==> src/hdl/assert_macros.svh <==
// assertion macros shared by the focus index detector modules
// each macro samples on clk and is disabled while rst_n is low
`ifndef ASSERT_MACROS_SVH
`define ASSERT_MACROS_SVH

// condition must hold at every sampled edge
`define OFID_ASSERT(name, cond, msg) \
    name: assert property (@(posedge clk) disable iff (!rst_n) (cond)) else $error(msg);

// antecedent at one edge implies consequent at the next edge
`define OFID_ASSERT_NEXT(name, ante, cons, msg) \
    name: assert property (@(posedge clk) disable iff (!rst_n) (ante) |=> (cons)) \
        else $error(msg);

`endif

==> src/hdl/ofid_pkg.sv <==
// package for the focus index detector: widths, byte codes, prefix table,
// result struct shared between the value tracker and the output stage
// no dependencies
package ofid_pkg;

    localparam int DEFAULT_INDEX_BITS = 16;
    localparam int COUNT_W            = 16;
    localparam int HL_W               = 16;
    localparam int BYTE_W             = 8;
    localparam int PREFIX_LEN         = 12;
    localparam int PREFIX_CNT_W       = $clog2(PREFIX_LEN);
    localparam int IN_TDATA_W         = 8;
    localparam int OUT_TDATA_W        = 24;

    localparam logic [BYTE_W-1:0] BEL_BYTE = 8'h07;
    localparam logic [BYTE_W-1:0] ESC_BYTE = 8'h1B;
    localparam logic [BYTE_W-1:0] DIGIT_0  = 8'h30;
    localparam logic [BYTE_W-1:0] DIGIT_9  = 8'h39;

    typedef struct packed {
        logic            valid;
        logic            accepted;
        logic            present;
        logic [HL_W-1:0] index;
    } ofid_result_t;

    // expected byte at each prefix position: ESC ] 6 9 7 ; f o c u s ;
    function automatic logic [BYTE_W-1:0] prefix_byte(input logic [PREFIX_CNT_W-1:0] pos);
        logic [BYTE_W-1:0] b;
        unique case (pos)
            4'd0:    b = ESC_BYTE;
            4'd1:    b = 8'h5D;
            4'd2:    b = 8'h36;
            4'd3:    b = 8'h39;
            4'd4:    b = 8'h37;
            4'd5:    b = 8'h3B;
            4'd6:    b = 8'h66;
            4'd7:    b = 8'h6F;
            4'd8:    b = 8'h63;
            4'd9:    b = 8'h75;
            4'd10:   b = 8'h73;
            4'd11:   b = 8'h3B;
            default: b = 8'h00;
        endcase
        return b;
    endfunction

endpackage

==> src/hdl/ofid_scan.sv <==
// prefix scanner: tracks how many bytes of the escape prefix have matched
// depends on ofid_pkg
module ofid_scan (
    input  logic                       clk,
    input  logic                       rst_n,
    input  logic                       byte_accept,
    input  logic [ofid_pkg::BYTE_W-1:0] data_byte,
    input  logic                       in_value,
    output logic                       prefix_done
);
    import ofid_pkg::*;

    logic [PREFIX_CNT_W-1:0] match_cnt_reg;
    logic [PREFIX_CNT_W-1:0] match_cnt_next;
    logic                    last_pos;
    logic                    hit;

    assign last_pos = (match_cnt_reg == PREFIX_CNT_W'(PREFIX_LEN - 1));
    assign hit      = (data_byte == prefix_byte(match_cnt_reg));

    always_comb
    begin
        match_cnt_next = match_cnt_reg;
        prefix_done    = 1'b0;
        if (byte_accept && !in_value)
        begin
            if (hit)
            begin
                if (last_pos)
                begin
                    match_cnt_next = '0;
                    prefix_done    = 1'b1;
                end
                else
                begin
                    match_cnt_next = match_cnt_reg + PREFIX_CNT_W'(1);
                end
            end
            else
            begin
                // a mismatching ESC still opens a new attempt
                match_cnt_next = (data_byte == ESC_BYTE) ? PREFIX_CNT_W'(1) : '0;
            end
        end
    end

    always_ff @(posedge clk or negedge rst_n)
    begin
        if (!rst_n)
            match_cnt_reg <= '0;
        else
            match_cnt_reg <= match_cnt_next;
    end

endmodule

==> src/hdl/ofid_value.sv <==
// value collector and highlight state: accumulates decimal digits after the
// prefix, checks the value on BEL and updates the highlighted index
// depends on ofid_pkg
module ofid_value #(
    parameter int INDEX_BITS = ofid_pkg::DEFAULT_INDEX_BITS
) (
    input  logic                         clk,
    input  logic                         rst_n,
    input  logic                         cfg_we,
    input  logic [ofid_pkg::COUNT_W-1:0] cfg_wdata,
    input  logic                         byte_accept,
    input  logic [ofid_pkg::BYTE_W-1:0]  data_byte,
    input  logic                         prefix_done,
    output logic                         in_value,
    output ofid_pkg::ofid_result_t       result
);
    import ofid_pkg::*;

    localparam int PROD_W = INDEX_BITS + 4;
    localparam int CMP_W  = (INDEX_BITS > COUNT_W) ? INDEX_BITS : COUNT_W;

    logic [COUNT_W-1:0]    count_reg;
    logic [COUNT_W-1:0]    count_next;
    logic                  in_value_reg;
    logic                  in_value_next;
    logic [INDEX_BITS-1:0] accum_reg;
    logic [INDEX_BITS-1:0] accum_next;
    logic                  too_large_reg;
    logic                  too_large_next;
    logic                  has_digit_reg;
    logic                  has_digit_next;
    logic                  bad_char_reg;
    logic                  bad_char_next;
    logic                  hl_valid_reg;
    logic                  hl_valid_next;
    logic [HL_W-1:0]       hl_reg;
    logic [HL_W-1:0]       hl_next;

    logic                  is_bel;
    logic                  is_digit;
    logic [PROD_W-1:0]     prod;
    logic                  overflow;
    logic                  in_range;
    logic                  ok;

    assign is_bel   = (data_byte == BEL_BYTE);
    assign is_digit = (data_byte >= DIGIT_0) && (data_byte <= DIGIT_9);
    // accum * 10 + digit as two shifts and two adds
    assign prod     = PROD_W'({accum_reg, 3'b000}) + PROD_W'({accum_reg, 1'b0})
                    + PROD_W'(4'(data_byte - DIGIT_0));
    assign overflow = |prod[PROD_W-1:INDEX_BITS];
    assign in_range = (CMP_W'(accum_reg) < CMP_W'(count_reg));
    assign ok       = has_digit_reg && !bad_char_reg && !too_large_reg && in_range;

    always_comb
    begin
        count_next     = count_reg;
        in_value_next  = in_value_reg;
        accum_next     = accum_reg;
        too_large_next = too_large_reg;
        has_digit_next = has_digit_reg;
        bad_char_next  = bad_char_reg;
        hl_valid_next  = hl_valid_reg;
        hl_next        = hl_reg;
        result         = '0;

        if (cfg_we)
        begin
            count_next    = cfg_wdata;
            hl_valid_next = (cfg_wdata != '0);
            hl_next       = '0;
        end
        else if (byte_accept)
        begin
            if (in_value_reg)
            begin
                priority if (is_bel)
                begin
                    in_value_next = 1'b0;
                    if (ok)
                    begin
                        hl_valid_next = 1'b1;
                        hl_next       = HL_W'(accum_reg);
                    end
                    result.valid    = 1'b1;
                    result.accepted = ok;
                    result.present  = hl_valid_next;
                    result.index    = hl_valid_next ? hl_next : '0;
                end
                else if (is_digit)
                begin
                    has_digit_next = 1'b1;
                    if (!too_large_reg)
                    begin
                        // sticky: accumulation freezes once the value overflows
                        if (overflow)
                            too_large_next = 1'b1;
                        else
                            accum_next = prod[INDEX_BITS-1:0];
                    end
                end
                else
                begin
                    bad_char_next = 1'b1;
                end
            end
            else if (prefix_done)
            begin
                in_value_next  = 1'b1;
                accum_next     = '0;
                too_large_next = 1'b0;
                has_digit_next = 1'b0;
                bad_char_next  = 1'b0;
            end
        end
    end

    assign in_value = in_value_reg;

    always_ff @(posedge clk or negedge rst_n)
    begin
        if (!rst_n)
        begin
            count_reg     <= '0;
            in_value_reg  <= 1'b0;
            accum_reg     <= '0;
            too_large_reg <= 1'b0;
            has_digit_reg <= 1'b0;
            bad_char_reg  <= 1'b0;
            hl_valid_reg  <= 1'b0;
            hl_reg        <= '0;
        end
        else
        begin
            count_reg     <= count_next;
            in_value_reg  <= in_value_next;
            accum_reg     <= accum_next;
            too_large_reg <= too_large_next;
            has_digit_reg <= has_digit_next;
            bad_char_reg  <= bad_char_next;
            hl_valid_reg  <= hl_valid_next;
            hl_reg        <= hl_next;
        end
    end

`include "assert_macros.svh"

    `OFID_ASSERT(a_hl_needs_count, !hl_valid_reg || (count_reg != '0), "highlight without candidates")
    `OFID_ASSERT(a_hl_zero_when_absent, hl_valid_reg || (hl_reg == '0), "stale highlight index")

endmodule

==> src/hdl/ofid_out_reg.sv <==
// output stage: result register plus one skid entry so a new byte can be
// taken while a result waits; packs the result fields into m_tdata
// depends on ofid_pkg
module ofid_out_reg (
    input  logic                             clk,
    input  logic                             rst_n,
    input  ofid_pkg::ofid_result_t           result,
    output logic                             in_ready,
    output logic                             m_tvalid,
    input  logic                             m_tready,
    output logic [ofid_pkg::OUT_TDATA_W-1:0] m_tdata
);
    import ofid_pkg::*;

    localparam int PAD_W = OUT_TDATA_W - HL_W - 2;

    ofid_result_t main_reg;
    ofid_result_t main_next;
    ofid_result_t skid_reg;
    ofid_result_t skid_next;
    logic         main_valid_reg;
    logic         main_valid_next;
    logic         skid_valid_reg;
    logic         skid_valid_next;

    always_comb
    begin
        main_next       = main_reg;
        skid_next       = skid_reg;
        main_valid_next = main_valid_reg;
        skid_valid_next = skid_valid_reg;
        if (m_tready || !main_valid_reg)
        begin
            if (skid_valid_reg)
            begin
                main_next       = skid_reg;
                main_valid_next = 1'b1;
                skid_valid_next = 1'b0;
            end
            else
            begin
                main_next       = result;
                main_valid_next = result.valid;
            end
        end
        else if (result.valid)
        begin
            skid_next       = result;
            skid_valid_next = 1'b1;
        end
    end

    always_ff @(posedge clk or negedge rst_n)
    begin
        if (!rst_n)
        begin
            main_valid_reg <= 1'b0;
            skid_valid_reg <= 1'b0;
        end
        else
        begin
            main_valid_reg <= main_valid_next;
            skid_valid_reg <= skid_valid_next;
        end
    end

    always_ff @(posedge clk)
    begin
        main_reg <= main_next;
        skid_reg <= skid_next;
    end

    assign in_ready = !skid_valid_reg;
    assign m_tvalid = main_valid_reg;
    assign m_tdata  = {PAD_W'(0), main_reg.index, main_reg.present, main_reg.accepted};

`include "assert_macros.svh"

    `OFID_ASSERT(a_skid_behind_main, !skid_valid_reg || main_valid_reg, "skid full while main empty")
    `OFID_ASSERT_NEXT(a_skid_drains, skid_valid_reg && m_tready, !skid_valid_reg, "skid not drained")

endmodule

==> src/hdl/osc_focus_index_detector.sv <==
// top level of the focus index detector: byte stream in, one result per
// terminated notification out
// depends on ofid_pkg, ofid_scan, ofid_value, ofid_out_reg
//
// usage:
//   s_tvalid/s_tready/s_tdata carry the byte stream, one byte per request.
//   m_tvalid/m_tready/m_tdata carry one result for each BEL that closes a
//   value after the ESC ] 697;focus; prefix; other bytes give no result.
//   cfg_we/cfg_wdata write candidate_count; the highlight then becomes index 0
//   when the count is nonzero, absent otherwise. write only while idle.
//   throughput: one byte per cycle while s_tready is high; the match, digit accumulate and range
//   check are combinational between the scanner state and the result register.
//   result path: the result of a taken BEL is registered in the output register or skid entry.
//   stall: a result waiting on m_tready sits in the output register while
//   input continues; a second result goes to a skid entry and s_tready drops
//   until the receiver takes the first one.
//   reset: scanner idle, candidate_count 0, no highlight, output empty.
module osc_focus_index_detector #(
    parameter int INDEX_BITS = ofid_pkg::DEFAULT_INDEX_BITS
) (
    input  logic                             clk,
    input  logic                             rst_n,
    input  logic                             cfg_we,
    input  logic [ofid_pkg::COUNT_W-1:0]     cfg_wdata,
    input  logic                             s_tvalid,
    output logic                             s_tready,
    input  logic [ofid_pkg::IN_TDATA_W-1:0]  s_tdata,   // [7:0] data_byte
    output logic                             m_tvalid,
    input  logic                             m_tready,
    output logic [ofid_pkg::OUT_TDATA_W-1:0] m_tdata    // [0] accepted,
                                                         // [1] highlight_present,
                                                         // [17:2] highlight index,
                                                         // [23:18] zero
);
    import ofid_pkg::*;

    logic         byte_accept;
    logic         prefix_done;
    logic         in_value;
    ofid_result_t result;

    assign byte_accept = s_tvalid && s_tready;

    ofid_scan u_scan (
        .clk         (clk),
        .rst_n       (rst_n),
        .byte_accept (byte_accept),
        .data_byte   (s_tdata[BYTE_W-1:0]),
        .in_value    (in_value),
        .prefix_done (prefix_done)
    );

    ofid_value #(
        .INDEX_BITS (INDEX_BITS)
    ) u_value (
        .clk         (clk),
        .rst_n       (rst_n),
        .cfg_we      (cfg_we),
        .cfg_wdata   (cfg_wdata),
        .byte_accept (byte_accept),
        .data_byte   (s_tdata[BYTE_W-1:0]),
        .prefix_done (prefix_done),
        .in_value    (in_value),
        .result      (result)
    );

    ofid_out_reg u_out (
        .clk      (clk),
        .rst_n    (rst_n),
        .result   (result),
        .in_ready (s_tready),
        .m_tvalid (m_tvalid),
        .m_tready (m_tready),
        .m_tdata  (m_tdata)
    );

`include "assert_macros.svh"

    `OFID_ASSERT(a_accept_implies_present, !m_tvalid || !m_tdata[0] || m_tdata[1], "accepted without highlight")
    `OFID_ASSERT(a_absent_index_zero, !m_tvalid || m_tdata[1] || (m_tdata[17:2] == '0), "index set without highlight")

endmodule

==> config.mk <==
export PLATFORM = sky130hd
export DESIGN_NAME = osc_focus_index_detector
export DESIGN_NICKNAME = d
export VERILOG_FILES = /design/src/hdl/ofid_pkg.sv /design/src/hdl/ofid_scan.sv /design/src/hdl/ofid_value.sv /design/src/hdl/ofid_out_reg.sv /design/src/hdl/osc_focus_index_detector.sv
export VERILOG_INCLUDE_DIRS = /design/src /design/src/hdl
export SDC_FILE = /design/constraint.sdc
export NUM_CORES = 1
export LEC_CHECK = 0
export BUFFER_PORTS_ARGS = -buffer_cell sky130_fd_sc_hd__buf_2
export CAP_MARGIN = 10
export CORE_UTILIZATION = 51
export CTS_CLUSTER_DIAMETER = 30
export DETAILED_ROUTE_END_ITERATION = 10
export GPL_ROUTABILITY_DRIVEN = 0
export PLACE_DENSITY = 0.75
export REMOVE_ABC_BUFFERS = 1
export SKIP_CTS_REPAIR_TIMING = 1
export SLEW_MARGIN = 0
export SYNTH_ARGS = -nofsm -noshare
export SYNTH_HDL_FRONTEND = slang
export SYNTH_SLANG_ARGS = --single-unit
==> constraint.sdc <==
create_clock -name clk -period 3.7 [get_ports clk]
set_input_delay 0.185 -clock clk [delete_from_list [all_inputs] [get_ports clk]]
set_output_delay 0.185 -clock clk [all_outputs]
set_load 0.01 [all_outputs]
-- Yosys cells after proc, flatten, opt, wreduce, memory -nomap -nowiden
Memories as Yosys holds them, arrays and structs flattened.
Index checks and enable logic that the tools add are counted.
- logic and storage cells: 111
- flip-flop bits (word level): 95
- memories kept: 1
- input port bits: 29
- output and inout port bits: 26
- bits in read-only memories: 112
- equality and inequality tests: 9
- muxes and demuxes: 50
- add/subtract/negate cells: 4
- $lt $le $gt $ge: 3
- bitwise gates (word level): 2
- reduce and logical (&&, ||, !) cells: 25
- memory list (memory ; depth ; width ; rd ports ; clocked after memory_dff ; write ports ; line ; text):
    (no name shown) ; 16 ; 7 ; 1 ; 0 ; 0 ; ofid_pkg.sv:30 ; unique case (pos)
- operators with widths (kind ; count):
    16-bit two-way mux ; 12
    19-bit two-way mux ; 4
    1-bit two-way mux ; 31
    19-bit by 17-bit adder with 20-bit output ; 1
    20-bit by 4-bit adder with 20-bit output ; 1
    18-bit two-way mux ; 1
    16-bit < comparator ; 1
    16-bit nonzero test ; 1
    2-bit != test, second input constant ; 5
    5-bit AND reduction ; 2
    2-bit nonzero test ; 5
    8-bit by 3-bit == test with 1-bit output, second input constant ; 1
    8-bit by 5-bit == test with 1-bit output, second input constant ; 1
    8-bit == test ; 1
    8-bit by 6-bit greater-or-equal comparator with 1-bit output, second input constant ; 1
    8-bit by 6-bit less-or-equal comparator with 1-bit output, second input constant ; 1
    4-bit two-way mux ; 2
    7-bit AND reduction ; 1
    1-bit logical AND ; 6
    1-bit zero test ; 5
    4-bit by 1-bit adder with 4-bit output, second input constant ; 1
    4-bit == test, second input constant ; 1
    2-bit AND reduction ; 2
    4-bit OR reduction ; 1
    other kinds (4) ; 5

-- Longest topological paths before layout
Gate-level depths: netlist (run 1).
- depth in word-level cells: 16
- gate-level depth with buffers: 14
- gate-level depth less buffers: 12

-- Hierarchy
A second synthesis (run 1) with hierarchy kept.
- cell total of the unflattened synthesis: 581
- area total of the unflattened synthesis: 6159.7 um^2
- modules (own cells, without submodules) (module ; times used ; seq. area each (um^2) ; cells each ; area each (um^2)):
    ofid_value ; 1 ; 1326.3 ; 437 ; 4018.9
    ofid_out_reg ; 1 ; 1131.1 ; 72 ; 1501.4
    ofid_scan ; 1 ; 100.1 ; 71 ; 633.1
    osc_focus_index_detector ; 1 ; 0.0 ; 1 ; 6.3

-- Worst setup path after synthesis (run 1)
OpenSTA, ideal clock, no wires.
- path kind: flip-flop to flip-flop
- from: register u_value.accum_reg[0]
- to: register u_value.accum_reg[8]
- cell stages (with the launch flop): 13
- path slack: 0.332 ns
- arrival time: 3.247 ns
- data required time: 3.579 ns
- setup time: 0.121 ns
- period minus slack after synthesis: 3.368 ns
- path buffers: 1
- cell sequence: dfrtp_1 > inv_1 > fa_1 > fa_1 > nand2b_1 > a21o_1 > a21oi_1 > o41ai_1 > a21bo_2 > a222oi_1 > o21ai_2 > buf_2 > a22o_1
- longest elaborated chain between the ends: 7
- elaborated cells between the ends (all ways): 10
- classes of those cells: add/sub (2); eq/ne (1); mux (5); reduce/logical (2)
- ends and longest elaborated chain (item ; line ; text):
    from (decl) ; ofid_value.sv:26 ; logic [INDEX_BITS-1:0] accum_reg;
    from (signal assigned) ; ofid_value.sv:137 ; accum_reg <= accum_next;
    19-bit by 17-bit adder with 20-bit output (*) ; ofid_value.sv:49 ; assign prod = PROD_W'({accum_reg, 3'b000}) + PROD_W'({accum_reg, 1'b0})
    20-bit by 4-bit adder with 20-bit output (*) ; ofid_value.sv:50 ; + PROD_W'(4'(data_byte - DIGIT_0));
    16-bit two-way mux ; ofid_value.sv:96 ; if (overflow)
    16-bit two-way mux ; ofid_value.sv:93 ; if (!too_large_reg)
    16-bit two-way mux ; ofid_value.sv:90 ; else if (is_digit)
    16-bit two-way mux ; ofid_value.sv:77 ; priority if (is_bel)
    16-bit two-way mux ; ofid_value.sv:75 ; if (in_value_reg)
Every way passes the cells marked *; elsewhere a longest branch is shown, timed or not. The select of a mux whose other input is x is not followed.
A chain may end at the register's enable or synchronous reset.

-- Worst setup path in the final report (run 1)
- from: register u_value.accum_reg[1]
- to: register u_value.accum_reg[14]
Same word-level chain as after synthesis.

==> out/metrics.cfg, run 1 <==
[clock_tree]
cts-root-buf=clkbuf_16
htreeDepth=3
clock_path_buffers=2
clkTransAtPathRegs_ns=0.07
cts_tree=yes
cts_inserted_buffers=9
clk_latency_ns=0.35
cts.sinks=95

[grt]
grt_pass1_vias=4523
track_usage_pct=24.52
antenna_found_initial=0
gr-total-overflow=0
grt_start_max_net_pins=42
grt_pass1_wl_mm=22.11

[worst_hold_path]
holdCritStartpoint=cfg_wdata[10]
hold_depth=3
whs_endpoint=u_value.count_reg[10]
hp-class=input pin to flip-flop

[sta]
hold_viol_final=0
setup_violations=0
tightest_slew_ns=1.101
drv_slew=0
period_needed_ns=3.536
worst_slack_ns=0.1640
skew_ns=0.01027
max_freq_ghz=0.2828
rsz0062_at_grt=false
holdWs_ns=0.05701
fin_crit_sh_pct=95.57
slew_headroom_pct=26.62

[place]
numPortBuffers=48
post-place-ws_ns=0.03806
place_area_um2=6137
hpwl_mm=9.533
dp_cells=768

[setup_path]
crit_arrival_ns=3.76
r2r_slack_ns=0.16
crit_type=flip-flop to flip-flop
r2r-start=u_value.accum_reg[1]
cp_max_fo=15
start_kind=flip-flop
cp.required_ns=3.93
r2r-end=u_value.accum_reg[14]
cp-end-kind=flip-flop
r2r_cells=13

[routing]
routed_wirelength_mm=13.46
dr.pass1.iters=5
ant_nets=0
drc_errors=0
detail_route.vias_per_cell=6.072
routed-via-count=4779
drtIter0Drc=332
routedWlPerCell_um=17.11

[synth]
synth_area_um2=5793
ys_async_sr_fraction_pct=62.11
ys_ff_latch=95
synth_warnings=0
syn_inst=598
seq_area_frac_synth_pct=44.15
synth_edf_count=36
ys.flop_type=dfrtp_1
synth.distinct_cells=58
syn-mean-instance-area_um2=9.687

[layout]
area_growth_pct=11.81
final_cell_mix=nand2_1 (73), dfrtp_1 (59), ha_1 (53)
drive_above_1_share_pct=14.06
final_common_cell=nand2_1
design_area_um2=6477
stdcell_count=787
n_antenna_cell=0
num-nets-final=726
n_fill_cell=955
fin_util_pct=59.23

[floorplanning]
coreArea_um2=10940
start_util_pct=52.97
dieWidth_um=108.6
fp-row-count=38
io_pins=55
die_area_um2=11790
die_h_um=108.6

[status]
status=completed

[pwr]
leakage_uw=0.003065
power_density_nw_per_um2=407.0
irDropWorstVdd_v=0.0002961

[job]
cap_viol_max_count=0

-- routing by layer --
layer / up-vias / global-route usage (%) / part of all wire, %
met4: 0 / 12.64 / 3.9
met2: 168 / 39.42 / 47
met1: 2299 / 31.28 / 44
met5: - / 0 / 0
met3: 34 / 4.882 / 4.7
li1: 2278 / - / -
-- metrics by stage --
| stage | TNS, ns | power [uW] |
|---|---|---|
| global route | 0 | 2767 |
| detailed placement | 0 | 1668 |
| CTS | 0 | 2629 |
| finish | 0 | 2636 |
| floorplan | -3.694 | 1516 |
| global placement | 0 | 1636 |
-- how the worst max path moves through the flow --
stage | slack [ns] | end | startpoint | depth (start not counted)
CTS | 0.04 | u_value.accum_reg[4] | u_value.accum_reg[0] | 11
floorplan | -0.22 | u_out.m_tdata[2] | s_tdata[7] | 6
global route | 0.02 | u_value.accum_reg[6] | u_value.accum_reg[0] | 12
detailed placement | 0.04 | u_value.accum_reg[4] | s_tdata[3] | 12
global placement | 0.18 | u_value.accum_reg[8] | s_tdata[3] | 12
finish | 0.16 | u_value.accum_reg[14] | u_value.accum_reg[1] | 13
-- logic make-up (layout without fill, tap and decap cells) --
family                     count (synthesis)  count (layout)  synth area share, %
xor gates and xnor gates                  16              16                2.419
other                                      1               6              0.06473
DFF                                       95              95                44.15
and+or+nand+nor                          201             201                16.59
muxes                                      5               5               0.8855
buffers and inverters                     71             115                5.680
adders and majority gates                 55              55                12.14
AOI/OAI and AO/OA                        154             154                18.08
-- synth_stat cells (3+ instances only) --
master,number,share of area (%)
o21a_1,3,0.39
a21oi_1,35,3.0
buf_2,4,0.35
a211oi_1,8,1.0
o21ai_1,3,0.26
nand4_1,22,2.4
nand2_1,73,4.7
nand2b_1,8,0.86
clkbuf_1,19,1.2
mux2i_1,4,0.69
dfrtp_1,59,25
xor2_1,7,1.1
nor4_1,7,0.76
a31oi_1,4,0.43
xnor2_1,9,1.4
a21o_1,13,1.7
inv_1,35,2.3
buf_1,3,0.19
ha_1,53,11
o22ai_1,6,0.65
buf_4,7,0.91
a22o_1,31,4.7
edfxtp_1,36,19
o21ai_0,31,2.7
nor2_1,25,1.6
nand3_1,51,4.4
nor3_1,3,0.26
-- worst max-delay path, stage by stage, from the launching register on --
cell and delay (ns):
dfrtp_1 0.48, ha_1 0.32, ha_1 0.19, inv_1 0.07, fa_1 0.39, nand2b_1 0.18, a21o_1 0.18, a21oi_1 0.23
o41ai_1 0.12, a21bo_2 0.22, a222oi_1 0.33, buf_4 0.18, o21ai_2 0.20, a22o_1 0.30
-- power by group --
group	leakage [uW]	internal (uW)	switching, uW
Clock	0.000154	566	404
Sequential	0.00114	1130	71.2
Combinational	0.00177	202	262
Total	0.00307	1900	737
-- cell type report --
class / instances / area (um2) / area share [%]
Multi-Input combinational cell: 437 / 2935 / 45.32
Sequential cell: 95 / 2557 / 39.48
Timing Repair Buffer: 64 / 362.8 / 5.602
Clock buffer: 10 / 250.2 / 3.863
Tap cell: 140 / 175.2 / 2.704
Inverter: 35 / 131.4 / 2.028
Clock inverter: 6 / 65.06 / 1.004
No activity file was read; power rests on OpenSTA's default activity.
==> inputs of run 2 (changes only) <==
- ABC_AREA: default -> 1
- BUFFER_PORTS_ARGS: -buffer_cell sky130_fd_sc_hd__buf_2 -> -buffer_cell sky130_fd_sc_hd__buf_4
==> run 2 against run 1 <==
Effect of this change: the flow now finishes with violations (design-rule violations); setup slack improved by 0.48 ns; clock power shrank 6.4%; utilization rose by 0.39 points; non-clock buffer count down 8; count of clock-buffer cells in the layout shrank 1; wire length shrank 3.8%; die area increased by 5.5%; register-to-register slack better by 0.48 ns; synthesized cell count up 34%; clock skew down 0.0033 ns; critical path type unchanged; cell count increased by 26%; via count increased by 8.3%.
==> out/metrics.cfg, run 2 <==
[sta]
worst_slack_ns=0.6424  ; was 0.1640 ns
drv_slew=0  ; unchanged
setup_violations=0  ; unchanged
max_freq_ghz=0.3271  ; was 0.2828 GHz
rsz0062_at_grt=false  ; unchanged
period_needed_ns=3.058  ; was 3.536 ns
fin_crit_sh_pct=82.64  ; was 95.57%
hold_viol_final=0  ; unchanged
skew_ns=0.006969  ; was 0.01027 ns
tightest_slew_ns=0.8071  ; was 1.101 ns
slew_headroom_pct=46.06  ; was 26.62%
setup_tns_ns=0  ; unchanged

[layout]
n_antenna_cell=0  ; unchanged
num-nets-final=930  ; was 726
n_fill_cell=1043  ; was 955
area_growth_pct=12.70  ; was 11.81%
fin_util_pct=59.62  ; was 59.23%
final_cell_mix=nand2_1 (248), nand3_1 (109), inv_1 (106)  ; was nand2_1 (73), dfrtp_1 (59), ha_1 (53)
drive_above_1_share_pct=9.988  ; was 14.06%
seq_area_um2=2557  ; unchanged
multi_input_area_um2=3015  ; was 2935 um2
final_common_cell=nand2_1  ; unchanged

[setup_path]
cp_max_fo=18  ; was 15
crit_type=flip-flop to flip-flop  ; unchanged
cp-end-kind=flip-flop  ; unchanged
r2r_slack_ns=0.64  ; was 0.16 ns
cp.required_ns=3.93  ; about the same
r2r-start=u_value.accum_reg[2]  ; was u_value.accum_reg[1]
start_kind=flip-flop  ; unchanged
r2r-end=u_value.accum_reg[8]  ; was u_value.accum_reg[14]
crit_arrival_ns=3.28  ; was 3.76 ns
r2r_cells=17  ; was 13

[grt]
track_usage_pct=22.51  ; was 24.52%
grt_start_max_net_pins=60  ; was 42
gr-total-overflow=0  ; unchanged
grt_pass1_wl_mm=22.58  ; was 22.11 mm
antenna_found_initial=0  ; unchanged
grt_pass1_vias=4834  ; was 4523

[synth]
ys_async_sr_fraction_pct=62.11  ; unchanged
yosysMostFrequentCell=nand2_1  ; unchanged
synth_edf_count=36  ; unchanged
synth_area_leader_cell=dfrtp_1  ; unchanged
ys_ff_latch=95  ; unchanged
syn-mean-instance-area_um2=7.648  ; was 9.687 um2
syn_inst=800  ; was 598
synthTopCellsByCount=nand2_1 (248), nand3_1 (109), inv_1 (106), dfrtp_1 (59), ha_1 (53)  ; was nand2_1 (73), dfrtp_1 (59), ha_1 (53), nand3_1 (51), edfxtp_1 (36)
synth_area_um2=6118  ; was 5793 um2
synth.distinct_cells=39  ; was 58
seq_area_frac_synth_pct=41.80  ; was 44.15%
ys.flop_type=dfrtp_1  ; unchanged
synth.top_cell.area_share_pct=24.13  ; was 25.49%
synth_warnings=0  ; unchanged
ys_top_cells_by_area=dfrtp_1 (24%), edfxtp_1 (18%), nand2_1 (15%)  ; was dfrtp_1 (25%), edfxtp_1 (19%), ha_1 (11%)

[place]
numPortBuffers=48  ; unchanged
post-place-ws_ns=0.6996  ; was 0.03806 ns
hpwl_mm=9.968  ; was 9.533 mm

[worst_hold_path]
hp-class=input pin to flip-flop  ; unchanged
hold_depth=3  ; unchanged
whs_endpoint=u_value.count_reg[3]  ; was u_value.count_reg[10]
holdCritStartpoint=cfg_wdata[3]  ; was cfg_wdata[10]

[routing]
routedWlPerCell_um=13.03  ; was 17.11 um
detail_route.vias_per_cell=5.205  ; was 6.072
dr.pass1.iters=8  ; was 5
drtIter0Drc=335  ; was 332
routed_wirelength_mm=12.96  ; was 13.46 mm
routed-via-count=5174  ; was 4779
drc_errors=14  ; was 0
ant_nets=0  ; unchanged

[floorplanning]
start_util_pct=52.90  ; was 52.97%
io_pins=55  ; unchanged
fp-row-count=39  ; was 38
coreArea_um2=11560  ; was 10940 um2
die_h_um=111.5  ; was 108.6 um
dieWidth_um=111.5  ; was 108.6 um
die_area_um2=12440  ; was 11790 um2

[status]
status=finished, violations left  ; was completed
violations=design-rule violations

[pwr]
irDropWorstVdd_v=0.0002134  ; was 0.0002961 V
leakage_uw=0.003885  ; was 0.003065 uW
fin_total_pwr_uw=3113  ; was 2636 uW
power_density_nw_per_um2=451.5  ; was 407.0 nW/um2

[clock_tree]
clkTransAtPathRegs_ns=0.06  ; was 0.07 ns
cts-root-buf=clkbuf_16  ; unchanged
clock_path_buffers=2  ; unchanged
clk_latency_ns=0.34  ; was 0.35 ns
cts.sinks=95  ; unchanged
htreeDepth=3  ; unchanged
cts_inserted_buffers=9  ; unchanged
cts_tree=yes  ; unchanged

[job]
cap_viol_max_count=0  ; unchanged

-- run 2: final cells by class --
cell class	count	area share (%)
clock buffer	9	3.266
sequential	95	37.09
timing repair buffer	56	6.133
clock inverter	7	1.034
tap	143	2.595
inverter	113	6.151
multi-input combinational	571	43.73
-- run 2: worst max path at each step --
stage,from,to,cells after the start
after CTS,u_value.accum_reg[2],u_value.accum_reg[8],17
after floorplan,u_out.skid_valid_reg,u_out.skid_reg[0],5
after global placement,u_value.accum_reg[0],u_value.too_large_reg,16
after detailed placement,u_value.accum_reg[0],u_value.accum_reg[4],17
after global routing,u_value.accum_reg[0],u_value.accum_reg[8],17
final,u_value.accum_reg[2],u_value.accum_reg[8],17
-- run 2: kinds of logic (layout without fill, tap and decap cells) --
family          after synthesis  count (layout)  share of synthesized area, %
xor+xnor                      2               2                        0.2864
simple gates                431             431                         30.16
flops                        95              95                         41.80
buf+inv                     139             185                         9.223
other cells                   1               6                       0.06129
compound gates               77              77                         6.973
fa+ha+maj                    55              55                         11.49
-- run 2: metrics by stage --
step,hold WS (ns),cell area [um2],cells
2_1_floorplan,-0.1106,5997,779
3_3_place_gp,0.3027,6589,977
3_5_place_dp,0.2992,6589,977
4_1_cts,-0.07009,6885,993
5_1_grt,0.06471,6895,994
6_report,0.06037,6895,994
-- run 2: worst max-delay path, stage by stage, from the launching register on --
cell     delay [ns]
dfrtp_1        0.43
inv_1          0.08
fa_1           0.50
fa_1           0.44
inv_1          0.10
nand2_1        0.07
nand2_1        0.08
nand3_1        0.07
nand2_1        0.12
nand2_1        0.08
nand3_1        0.08
nand2_1        0.06
nor2_1         0.09
nand2_1        0.07
nand2_2        0.24
nand2_2        0.23
nand2_1        0.12
nand2_1        0.06
-- run 2: report_power, final --
group          leakage, uW  total [uW]  switching [uW]  internal [uW]
Clock             0.000141         908             385            523
Combinational      0.00256         937             591            347
Sequential         0.00118        1270             102           1170
Total              0.00389        3110            1080           2040
-- run 2: per-layer routing --
metal / up-vias / part of all wire [%] / wire [um] / GRT usage, %
met5: - / 0 / 0 / 0
met3: 15 / 3.3 / 429 / 3.157
met2: 95 / 46 / 6015 / 37.00
met4: 0 / 1.7 / 225 / 8.559
li1: 2703 / - / - / -
met1: 2361 / 49 / 6286 / 30.33
